File: src/rtl/core/fxe_pkg.sv
// Shared types, constants and CRC helpers of the frame bit encoder.
package fxe_pkg;

  localparam int ID_W   = 11;
  localparam int IND_W  = 5;
  localparam int PLW_W  = 7;
  localparam int CYC_W  = 6;
  localparam int BYTE_W = 8;
  localparam int REQ_W  = 2;

  localparam int HCRC_W = 11;
  localparam int FCRC_W = 24;

  // Longest bit sequence caused by one request (start: TSS, FSS, five bytes).
  localparam int SEQ_W      = 53;
  localparam int CNT_W      = 6;
  localparam int BYTE_SEQ_W = 10;
  localparam int CID_LEN    = 11;

  localparam logic [CNT_W-1:0] BITS_START   = CNT_W'(53);
  localparam logic [CNT_W-1:0] BITS_PAYLOAD = CNT_W'(10);
  localparam logic [CNT_W-1:0] BITS_END     = CNT_W'(42);

  localparam logic [HCRC_W-1:0] HDR_CRC_POLY = 11'h385;
  localparam logic [HCRC_W-1:0] HDR_CRC_INIT = 11'h01A;
  localparam logic [FCRC_W-1:0] FRM_CRC_POLY = 24'h5D6DCB;
  localparam logic [FCRC_W-1:0] SEED_RESET   = 24'hFEDCBA;

  // Only the eight data bits of a byte sequence feed the frame CRC.
  localparam logic [BYTE_SEQ_W-1:0] BYTE_CRC_MASK = 10'b00_1111_1111;

  typedef enum logic [REQ_W-1:0] {
    REQ_START   = 2'd0,
    REQ_PAYLOAD = 2'd1,
    REQ_END     = 2'd2
  } req_t;

  // Load command from the request decoder to the serializer.
  typedef struct packed {
    logic                  valid;
    logic [SEQ_W-1:0]      bits;
    logic [SEQ_W-1:0]      mask;
    logic [CNT_W-1:0]      count;
    logic                  seed_load;
    logic [FCRC_W-1:0]     seed;
  } ld_t;

  // Byte start sequence (high, low) followed by the byte, MSB first.
  function automatic logic [BYTE_SEQ_W-1:0] byte_seq(input logic [BYTE_W-1:0] b);
    return {2'b10, b};
  endfunction

  // Ten steps of the header CRC.
  function automatic logic [HCRC_W-1:0] hdr_crc_half(input logic [HCRC_W-1:0] crc_in,
                                                     input logic [9:0] data);
    logic [HCRC_W-1:0] c;
    logic              fb;
    c = crc_in;
    for (int i = 9; i >= 0; i--) begin
      fb = c[HCRC_W-1] ^ data[i];
      c  = {c[HCRC_W-2:0], 1'b0};
      if (fb) begin
        c = c ^ HDR_CRC_POLY;
      end
    end
    return c;
  endfunction

  // One bit step of the frame CRC.
  function automatic logic [FCRC_W-1:0] frm_crc_bit(input logic [FCRC_W-1:0] crc_in,
                                                    input logic b);
    logic [FCRC_W-1:0] c;
    c = {crc_in[FCRC_W-2:0], 1'b0};
    if (crc_in[FCRC_W-1] ^ b) begin
      c = c ^ FRM_CRC_POLY;
    end
    return c;
  endfunction

endpackage

File: src/rtl/core/fxe_out_if.sv
// Wire bit channel of the frame bit encoder.
interface fxe_out_if;
  logic valid;
  logic ready;
  logic wire_data;
  logic wire_enable_n;
  logic last_bit;

  modport source (output valid, output wire_data, output wire_enable_n,
                  output last_bit, input ready);
  modport sink   (input valid, input wire_data, input wire_enable_n,
                  input last_bit, output ready);
endinterface

File: src/rtl/core/fxe_serializer.sv
// Bit serializer with output register and bit-serial frame CRC.
module fxe_serializer
  import fxe_pkg::*;
(
  input  logic               clk,
  input  logic               rst_n,
  input  ld_t                ld,
  output logic               free,
  output logic [FCRC_W-1:0]  crc_cur,
  fxe_out_if.source          out_chan
);

  logic [SEQ_W-1:0]  sh_r,   sh_nxt;
  logic [SEQ_W-1:0]  mask_r, mask_nxt;
  logic [CNT_W-1:0]  cnt_r,  cnt_nxt;
  logic [FCRC_W-1:0] crc_r,  crc_nxt;
  logic              out_valid_r, out_valid_nxt;
  logic              out_data_r,  out_data_nxt;
  logic              out_last_r,  out_last_nxt;
  logic              move;

  assign move = (cnt_r != '0) && (!out_valid_r || out_chan.ready);

  // A bit that leaves the shifter this cycle updates the CRC right away, so a
  // trailer loaded in the same cycle sees the complete frame CRC.
  assign crc_cur = (move && mask_r[SEQ_W-1]) ? frm_crc_bit(crc_r, sh_r[SEQ_W-1]) : crc_r;
  assign free    = (cnt_r == '0) || (move && (cnt_r == CNT_W'(1)));

  always_comb begin
    sh_nxt   = sh_r;
    mask_nxt = mask_r;
    cnt_nxt  = cnt_r;
    if (ld.valid) begin
      sh_nxt   = ld.bits;
      mask_nxt = ld.mask;
      cnt_nxt  = ld.count;
    end else if (move) begin
      sh_nxt   = {sh_r[SEQ_W-2:0], 1'b0};
      mask_nxt = {mask_r[SEQ_W-2:0], 1'b0};
      cnt_nxt  = cnt_r - CNT_W'(1);
    end
    crc_nxt = (ld.valid && ld.seed_load) ? ld.seed : crc_cur;
  end

  always_comb begin
    out_data_nxt  = out_data_r;
    out_last_nxt  = out_last_r;
    out_valid_nxt = out_valid_r;
    if (move) begin
      out_valid_nxt = 1'b1;
      out_data_nxt  = sh_r[SEQ_W-1];
      out_last_nxt  = (cnt_r == CNT_W'(1));
    end else if (out_chan.ready) begin
      out_valid_nxt = 1'b0;
    end
  end

  always_ff @(posedge clk) begin
    if (!rst_n) begin
      cnt_r       <= '0;
      crc_r       <= SEED_RESET;
      out_valid_r <= 1'b0;
    end else begin
      cnt_r       <= cnt_nxt;
      crc_r       <= crc_nxt;
      out_valid_r <= out_valid_nxt;
    end
  end

  always_ff @(posedge clk) begin
    sh_r       <= sh_nxt;
    mask_r     <= mask_nxt;
    out_data_r <= out_data_nxt;
    out_last_r <= out_last_nxt;
  end

  assign out_chan.valid         = out_valid_r;
  assign out_chan.wire_data     = out_data_r;
  assign out_chan.wire_enable_n = 1'b0;
  assign out_chan.last_bit      = out_last_r;

endmodule

File: src/flat_wrapper.sv
// flat-port wrapper written by rule: the top's interface ports become plain ports
module fxe_serializer_flat import fxe_pkg::*;
  (clk, rst_n, ld, free, crc_cur, out_chan_valid, out_chan_wire_data, out_chan_wire_enable_n, out_chan_last_bit, out_chan_ready);
  fxe_out_if out_chan_i ();
  input  logic clk;
  input  logic rst_n;
  input  ld_t ld;
  output logic free;
  output logic [FCRC_W-1:0] crc_cur;
  output wire logic [$bits(out_chan_i.valid)-1:0] out_chan_valid;
  output wire logic [$bits(out_chan_i.wire_data)-1:0] out_chan_wire_data;
  output wire logic [$bits(out_chan_i.wire_enable_n)-1:0] out_chan_wire_enable_n;
  output wire logic [$bits(out_chan_i.last_bit)-1:0] out_chan_last_bit;
  input wire logic [$bits(out_chan_i.ready)-1:0] out_chan_ready;
  assign out_chan_valid = out_chan_i.valid;
  assign out_chan_wire_data = out_chan_i.wire_data;
  assign out_chan_wire_enable_n = out_chan_i.wire_enable_n;
  assign out_chan_last_bit = out_chan_i.last_bit;
  assign out_chan_i.ready = out_chan_ready;
  fxe_serializer u_core (.clk(clk), .rst_n(rst_n), .ld(ld), .free(free), .crc_cur(crc_cur), .out_chan(out_chan_i));
endmodule
File: config.mk
export PLATFORM = sky130hd
export DESIGN_NAME = fxe_serializer_flat
export DESIGN_NICKNAME = d
export VERILOG_FILES = /design/src/rtl/core/fxe_pkg.sv /design/src/rtl/core/fxe_out_if.sv /design/src/rtl/core/fxe_serializer.sv /design/src/flat_wrapper.sv
export SDC_FILE = /design/constraint.sdc
export NUM_CORES = 1
export LEC_CHECK = 0
export BUFFER_PORTS_ARGS = -buffer_cell sky130_fd_sc_hd__buf_2
export CAP_MARGIN = 5
export CORE_UTILIZATION = 52
export DETAILED_ROUTE_END_ITERATION = 12
export GPL_TIMING_DRIVEN = 0
export PLACE_DENSITY = 0.79
export SYNTH_ARGS = -nofsm -noshare
export SYNTH_HDL_FRONTEND = slang
export SYNTH_SLANG_ARGS = --single-unit
File: constraint.sdc
create_clock -name clk -period 3.9 [get_ports clk]
set_input_delay 0.195 -clock clk [delete_from_list [all_inputs] [get_ports clk]]
set_output_delay 0.195 -clock clk [all_outputs]
set_load 0.02 [all_outputs]
Yosys cells after proc, flatten, opt, wreduce, memory -nomap -nowiden
Index checks and enable logic that the tools add are counted.
{ "op_classes": {"addsub": 1, "eq_ne": 1, "n_mux": 11, "bitwise": 2, "reduce_logical": 11} }
{ "op_table": {"columns": ["operator", "n"], "rows": [
  ["two-way mux 53 bit", 4],
  ["two-way mux 24 bit", 2],
  ["two-way mux 23 bit", 1],
  ["NOT 15 bit", 1],
  ["two-way mux 6 bit", 2],
  ["equality test 6 x 1 -> 1 bit, second input constant", 1],
  ["logical NOT 6 bit", 1],
  ["nonzero test 6 bit", 1],
  ["subtractor 6 x 1 -> 6 bit, second input constant", 1],
  ["logical AND 1 bit", 4],
  ["nonzero test 2 bit", 2],
  ["logical OR 1 bit", 2],
  ["two-way mux 1 bit", 2],
  ["logical NOT 1 bit", 1],
  ["XOR 1 bit", 1]
]} }
{ "word_totals": {"register_bits": 139, "wordCells": 33} }

Logic depth before layout (Yosys ltp)
{ "depth": {"ltp_word": 6, "ltp_mapped": 8} }

Least setup slack after synthesis
Ideal clock, no wire load.
{ "synth_timing": {"path_kind": "flip-flop to flip-flop", "start": "register u_core.cnt_r[0]", "end": "register u_core.mask_r[0] (enable)", "setup_time_ns": 0.420, "arrival_time_ns": 2.384, "required_ns": 3.480, "setup_slack_ns": 1.096, "stages_incl_launch_ff": 5, "n_path_buf": 0, "period_less_slack_ns": 2.804, "path_cell_list": "dfxtp_1 -> inv_1 -> ha_1 -> a21oi_1 -> or2_2"} }
{ "synth_via": {"elab_chain_len": 3} }
{ "synth_rtl": {"columns": ["element", "line_no", "text"], "rows": [
  ["start, declared", "fxe_serializer.sv:15", "logic [CNT_W-1:0] cnt_r, cnt_nxt;"],
  ["start signal, assigned", "fxe_serializer.sv:64", "cnt_r <= cnt_nxt;"],
  ["nonzero test 6 bit", "fxe_serializer.sv:22", "assign move = (cnt_r != '0) && (!out_valid_r || out_chan.ready);"],
  ["logical AND 1 bit", "fxe_serializer.sv:22", null],
  ["net u_core.move", "fxe_serializer.sv:20", "logic move;"],
  ["nonzero test 2 bit (no source line)", null, null],
  ["end signal, assigned", "fxe_serializer.sv:72", "mask_r <= mask_nxt;"],
  ["end, declared", "fxe_serializer.sv:14", "logic [SEQ_W-1:0] mask_r, mask_nxt;"]
]} }
The timed path passes the listed nets, and every way through them passes these cells.
A chain may end at the register's enable or synchronous reset.

Final worst setup path
{ "layout_timing": {"start": "register u_core.sh_r[52]", "end": "output crc_cur[7]"} }
{ "layout_via": {"elab_chain_len": 3} }
{ "layout_rtl": {"columns": ["element", "line_no", "text"], "rows": [
  ["start, declared", "fxe_serializer.sv:13", "logic [SEQ_W-1:0] sh_r, sh_nxt;"],
  ["start signal, assigned", "fxe_serializer.sv:71", "sh_r <= sh_nxt;"],
  ["XOR 1 bit", "fxe_pkg.sv:74", "if (crc_in[FCRC_W-1] ^ b) begin"],
  ["two-way mux 23 bit", "fxe_pkg.sv:74", null],
  ["two-way mux 24 bit", "fxe_serializer.sv:26", "assign crc_cur = (move && mask_r[SEQ_W-1]) ? frm_crc_bit(crc_r, sh_r[SEQ_W-1]) : crc_r;"],
  ["end, declared", "flat_wrapper.sv:9", "output logic [FCRC_W-1:0] crc_cur;"]
]} }
No other way between the ends.

==> flow_results.org <==
** Run
- The tool flagged a number of max-cap violations equal to 0.

** Clock tree
- No sink is reached through more buffers than the 2 on the longest clock path.
- Worst-Skew Late Latency :: 0.41 ns
- Counting the buffers created by CTS gives 17.
- After clock tree synthesis, the clock-pin slew on the worst setup and hold paths is 0.06 ns.
- TritonCTS built the clock tree.
- # clock sinks :: around 140
- The clock tree synthesis step divided the H-tree into 4 levels.
- Post-cts repair resize count :: 0
- The cell sitting at the root of the clock tree is a clkbuf_16.

** Finish
- The net count of the finished layout is 766.
- Cells with a size suffix above 1 make up 49.2% of the layout.
- Area growth, synth to finish :: 26.6%
- Counting the fill cells in the layout gives just over 800.
- At the end of the flow the core is filled with cells to 68.1%.
- After the flow finishes, the layout carries non-filler instances totaling 780.

** Power and ir drop
- Combinational cell fraction of total power :: 19.0%
- Proportion of power drawn by the clock network :: around 36%
- In this run the power spent charging and discharging nets is 1.14 mW.
- Cell internal power was estimated by the tool at between 3 and 4 mW.
- In this run the static leakage power is 3.23 nW.
- In this run the power density over the cells is 561 nW/um^2.
- Sequential cells burn 44.9% of the power.
- Net switching is 26.0% of the power.
- Largest voltage drop on the vdd net :: ~0.00032 V

** Timing
- Clock period minus worst slack :: around 2.8 ns
- Transition time of the tightest slew-check pin :: 0.898 ns
- Number of endpoints failing setup at the final stage :: 0
- The number of max-slew violations in the final report is 0.
- Derived from the worst setup path, the maximum achievable clock frequency is approximately 350 MHz.
- After routing, the total negative slack on setup checks comes to 0 ns.
- The final hold violation count is 0.
- Of the available clock period, the critical path in the final layout requires approximately 72%.
- On the final layout, the worst clock skew is roughly 0.011 ns.
- After layout, the worst setup slack is about 1.1 ns.
- Headroom to the max-slew limit came out at roughly 40%.
- Setup repair after global routing left no endpoint under its margin.
- Hold is met by 0.0164 ns.

** Place
- Number of I/O port buffers :: 167
- The congestion estimate from routability-driven global placement came to around 0.9.
- Once detailed placement completed, the half-perimeter wirelength came to 9.20 mm.
- OpenSTA, run right after detailed placement, puts the worst setup slack at 1.05 ns.
- Number of cells in the design after placement :: 746

** Critical path
- Required arrival time at the worst endpoint :: 3.70 ns
- Of all nets on the critical path, the largest fanout is 10.
- STA classifies the critical path endpoint as an output port.
- Data arrival time of the critical path :: between 2 and 3 ns
- Critical-path top delay cell :: xnor2_1
- In this design, the stage delay of the slowest critical-path cell is 0.75 ns.
- The critical path is of the reg -> out type.
- Crit path cell chain :: xnor2_1 > buf_2 > xor2_1 > o21ai_0 > buf_2
- In this design, the critical path's most frequently occurring cell is buf_2.
- Kind of start point of the critical path :: register

** Floorplan
- Measured along the x axis, the die boundary spans between 100 and 150 microns.
- I/O pin count :: between 150 and 200
- The core region is 11,500 sq um.
- For this configuration, the core starts out at a cell density of between 50 and 60%.
- Overall die area :: 12,300 sq um
- Row generation in the floorplan step produced 39 rows.
- Height of the chip :: 111 microns

** Global routing
- The total overflow left after global routing is 0.
- The first global-routing pass estimated 21.0 mm of wire.
- Entering global routing, the biggest net connects 57 pins.
- The number of global-route vias before repair is between 4,000 and 5,000.
- Antenna violations before repair :: 3
- GR Util All Layers :: around 22%

** Min path
- Hold crit path type :: in -> reg

** Route
- Total via count after detailed routing :: between 4,000 and 5,000
- For this run, the detailed router's first-pass iteration total came to 5.
- Once detail routing completed, the nets flagged for antenna violations numbered 0.
- Final routed wire length divided by cell count :: 16.5 microns
- Post-route DRC violation count :: 0
- Summed over all layers, the routed wires come to 12.8 mm.
- After detailed routing, the number of vias per cell comes to roughly 5.5.
- Number of design-rule violations left by the first detailed-router iteration :: 446

** Yosys
- The Yosys step of the flow raised 0 warnings.
- Counting every instance in the synthesized netlist gives 435.
- Synthesized area divided by synthesized cell count :: 14.2 sq um
- Sequential cells were found to cover 62.6% of the synthesized design area.
- Synthesis inferred 139 register bits.
- Number of library cell types mapped by synthesis :: 38
- Post-synthesis net count :: about 580
- The synthesized netlist occupies a cell area of approximately 6200 sq um.

** Outcome
- Result of the run :: complete, no violations
-- critical path: cells and delay by family, from the launching register on --
kind / cells / cell delay [ns]
xor gates and xnor gates: 2 / 0.88
buffers and inverters: 2 / 0.65
DFF: 1 / 0.42
AOI/OAI and AO/OA: 1 / 0.28
-- repair_timing --
item                                    in CTS  in global routing
hold buffers                                 1                  0
endpoints found under the setup margin       0                  0
setup buffers                                0                  0
hold endpoints to repair                     1                  0
-- cells in the final DEF (no fill, tap or decap), drive strengths merged, types with 3 or more instances in the layout --
| master | n |
|---|---|
| edfxtp | 108 |
| nand2b | 3 |
| bufinv | 3 |
| clkinv | 10 |
| buf | 175 |
| a22o | 5 |
| nor2 | 9 |
| inv | 3 |
| xnor2 | 6 |
| xor2 | 12 |
| o21ai | 18 |
| mux2 | 109 |
| a21oi | 6 |
| clkbuf | 38 |
| a31oi | 20 |
| nand2 | 42 |
| o32ai | 10 |
| dfxtp | 31 |
| and2 | 4 |
-- cell usage after synthesis --
| cell type | count | area (sq um) |
|---|---|---|
| conb_1 | 1 | 3.75 |
| ha_1 | 2 | 25.0 |
| nand2_1 | 42 | 158 |
| inv_1 | 3 | 11.3 |
| o32ai_1 | 10 | 87.6 |
| mux2i_1 | 1 | 10.0 |
| or2_2 | 1 | 6.26 |
| nor3_1 | 2 | 10.0 |
| a21boi_0 | 1 | 7.51 |
| buf_2 | 4 | 20.0 |
| a22o_1 | 5 | 43.8 |
| mux2_2 | 105 | 1180 |
| buf_1 | 1 | 3.75 |
| o21ai_0 | 18 | 90.1 |
| nor4_1 | 1 | 6.26 |
| or4_4 | 1 | 11.3 |
| edfxtp_1 | 108 | 3240 |
| o211a_1 | 2 | 20.0 |
| and2_1 | 4 | 25.0 |
| a21oi_1 | 6 | 30.0 |
| nor2b_1 | 1 | 6.26 |
| o21a_1 | 1 | 7.51 |
| buf_6 | 1 | 11.3 |
| nand3_1 | 1 | 5.00 |
| clkbuf_1 | 20 | 75.1 |
| dfxtp_1 | 31 | 621 |
| or4_1 | 1 | 7.51 |
| mux2_4 | 4 | 60.1 |
| xnor2_1 | 6 | 52.6 |
| buf_4 | 1 | 7.51 |
| and3_1 | 2 | 12.5 |
| nor2_1 | 9 | 33.8 |
| nand4_1 | 1 | 6.26 |
| xor2_1 | 12 | 105 |
| clkinv_1 | 1 | 3.75 |
| nand2b_1 | 3 | 18.8 |
| o211ai_1 | 2 | 15.0 |
| a31oi_1 | 20 | 125 |
-- power by group through the flow --
stage	clock network [mW]	logic [mW]	registers (mW)
global placement	0	0.792	1.99
detailed placement	0	0.828	1.99
floorplan	0	0.562	1.97
CTS	1.61	0.832	1.97
finish	1.58	0.830	1.97
global route	1.68	0.903	1.99
-- per-layer routing --
| layer | GRT usage, % | up-vias | wire length [microns] |
|---|---|---|---|
| met3 | 9.24 | 25 | 1200 |
| li1 | - | 2027 | - |
| met1 | 25.1 | 2057 | 5210 |
| met4 | 9.16 | 6 | 242 |
| met5 | 0 | - | 39 |
| met2 | 35.7 | 197 | 6140 |
-- final cells by class --
class	instances	area, sq um	share of cell area, %
buffer	27	118	1.51
inverter	4	15.0	0.192
clock buffer	18	429	5.50
timing repair buffer	169	873	11.2
antenna	1	2.50	0.0320
clock inverter	14	154	1.97
multi-input combinational	265	2170	27.8
tap	143	179	2.29
sequential	139	3860	49.5
-- state kept, by name, indices dropped and copies added (netlist names) --
signal	flops
u_core.mask_r	53
u_core.sh_r	53
u_core.crc_r	24
u_core.cnt_r	6
u_core.out_chan.last_bit	1
u_core.out_chan.valid	1
u_core.out_chan.wire_data	1
-- through the flow --
stage          area, sq um  total power [mW]
2_1_floorplan         6170              2.53
4_1_cts               7810              4.41
5_1_grt               7810              4.57
6_report              7810              4.38
3_5_place_dp          7210              2.82
3_3_place_gp          7180              2.78
-- worst paths after layout --
kind	start	endpoint	slack, ns	cells after the start
worst max register to register	u_core.cnt_r[0]$_SDFFE_PN0P_	u_core.mask_r[30]$_DFFE_PP_	1.38	5
worst min register to register	u_core.sh_r[52]$_DFFE_PP_	u_core.out_chan.wire_data$_DFFE_PP_	0.50	0
worst min-delay path	ld[16]	u_core.crc_r[16]$_SDFF_PN0_	0.02	2
worst max-delay path	u_core.sh_r[52]$_DFFE_PP_	crc_cur[7]	1.08	5
-- cells by family after synthesis --
kind of cell    after synthesis  share of synthesized area, %
simple gates                 69                          4.97
xor+xnor                     18                          2.56
other cells                   1                        0.0608
mux                         110                          20.3
buf+inv                      31                          2.15
flops                       139                          62.6
compound gates               65                          6.92
fa+ha+maj                     2                         0.406
No activity file was read; power rests on OpenSTA's default activity.
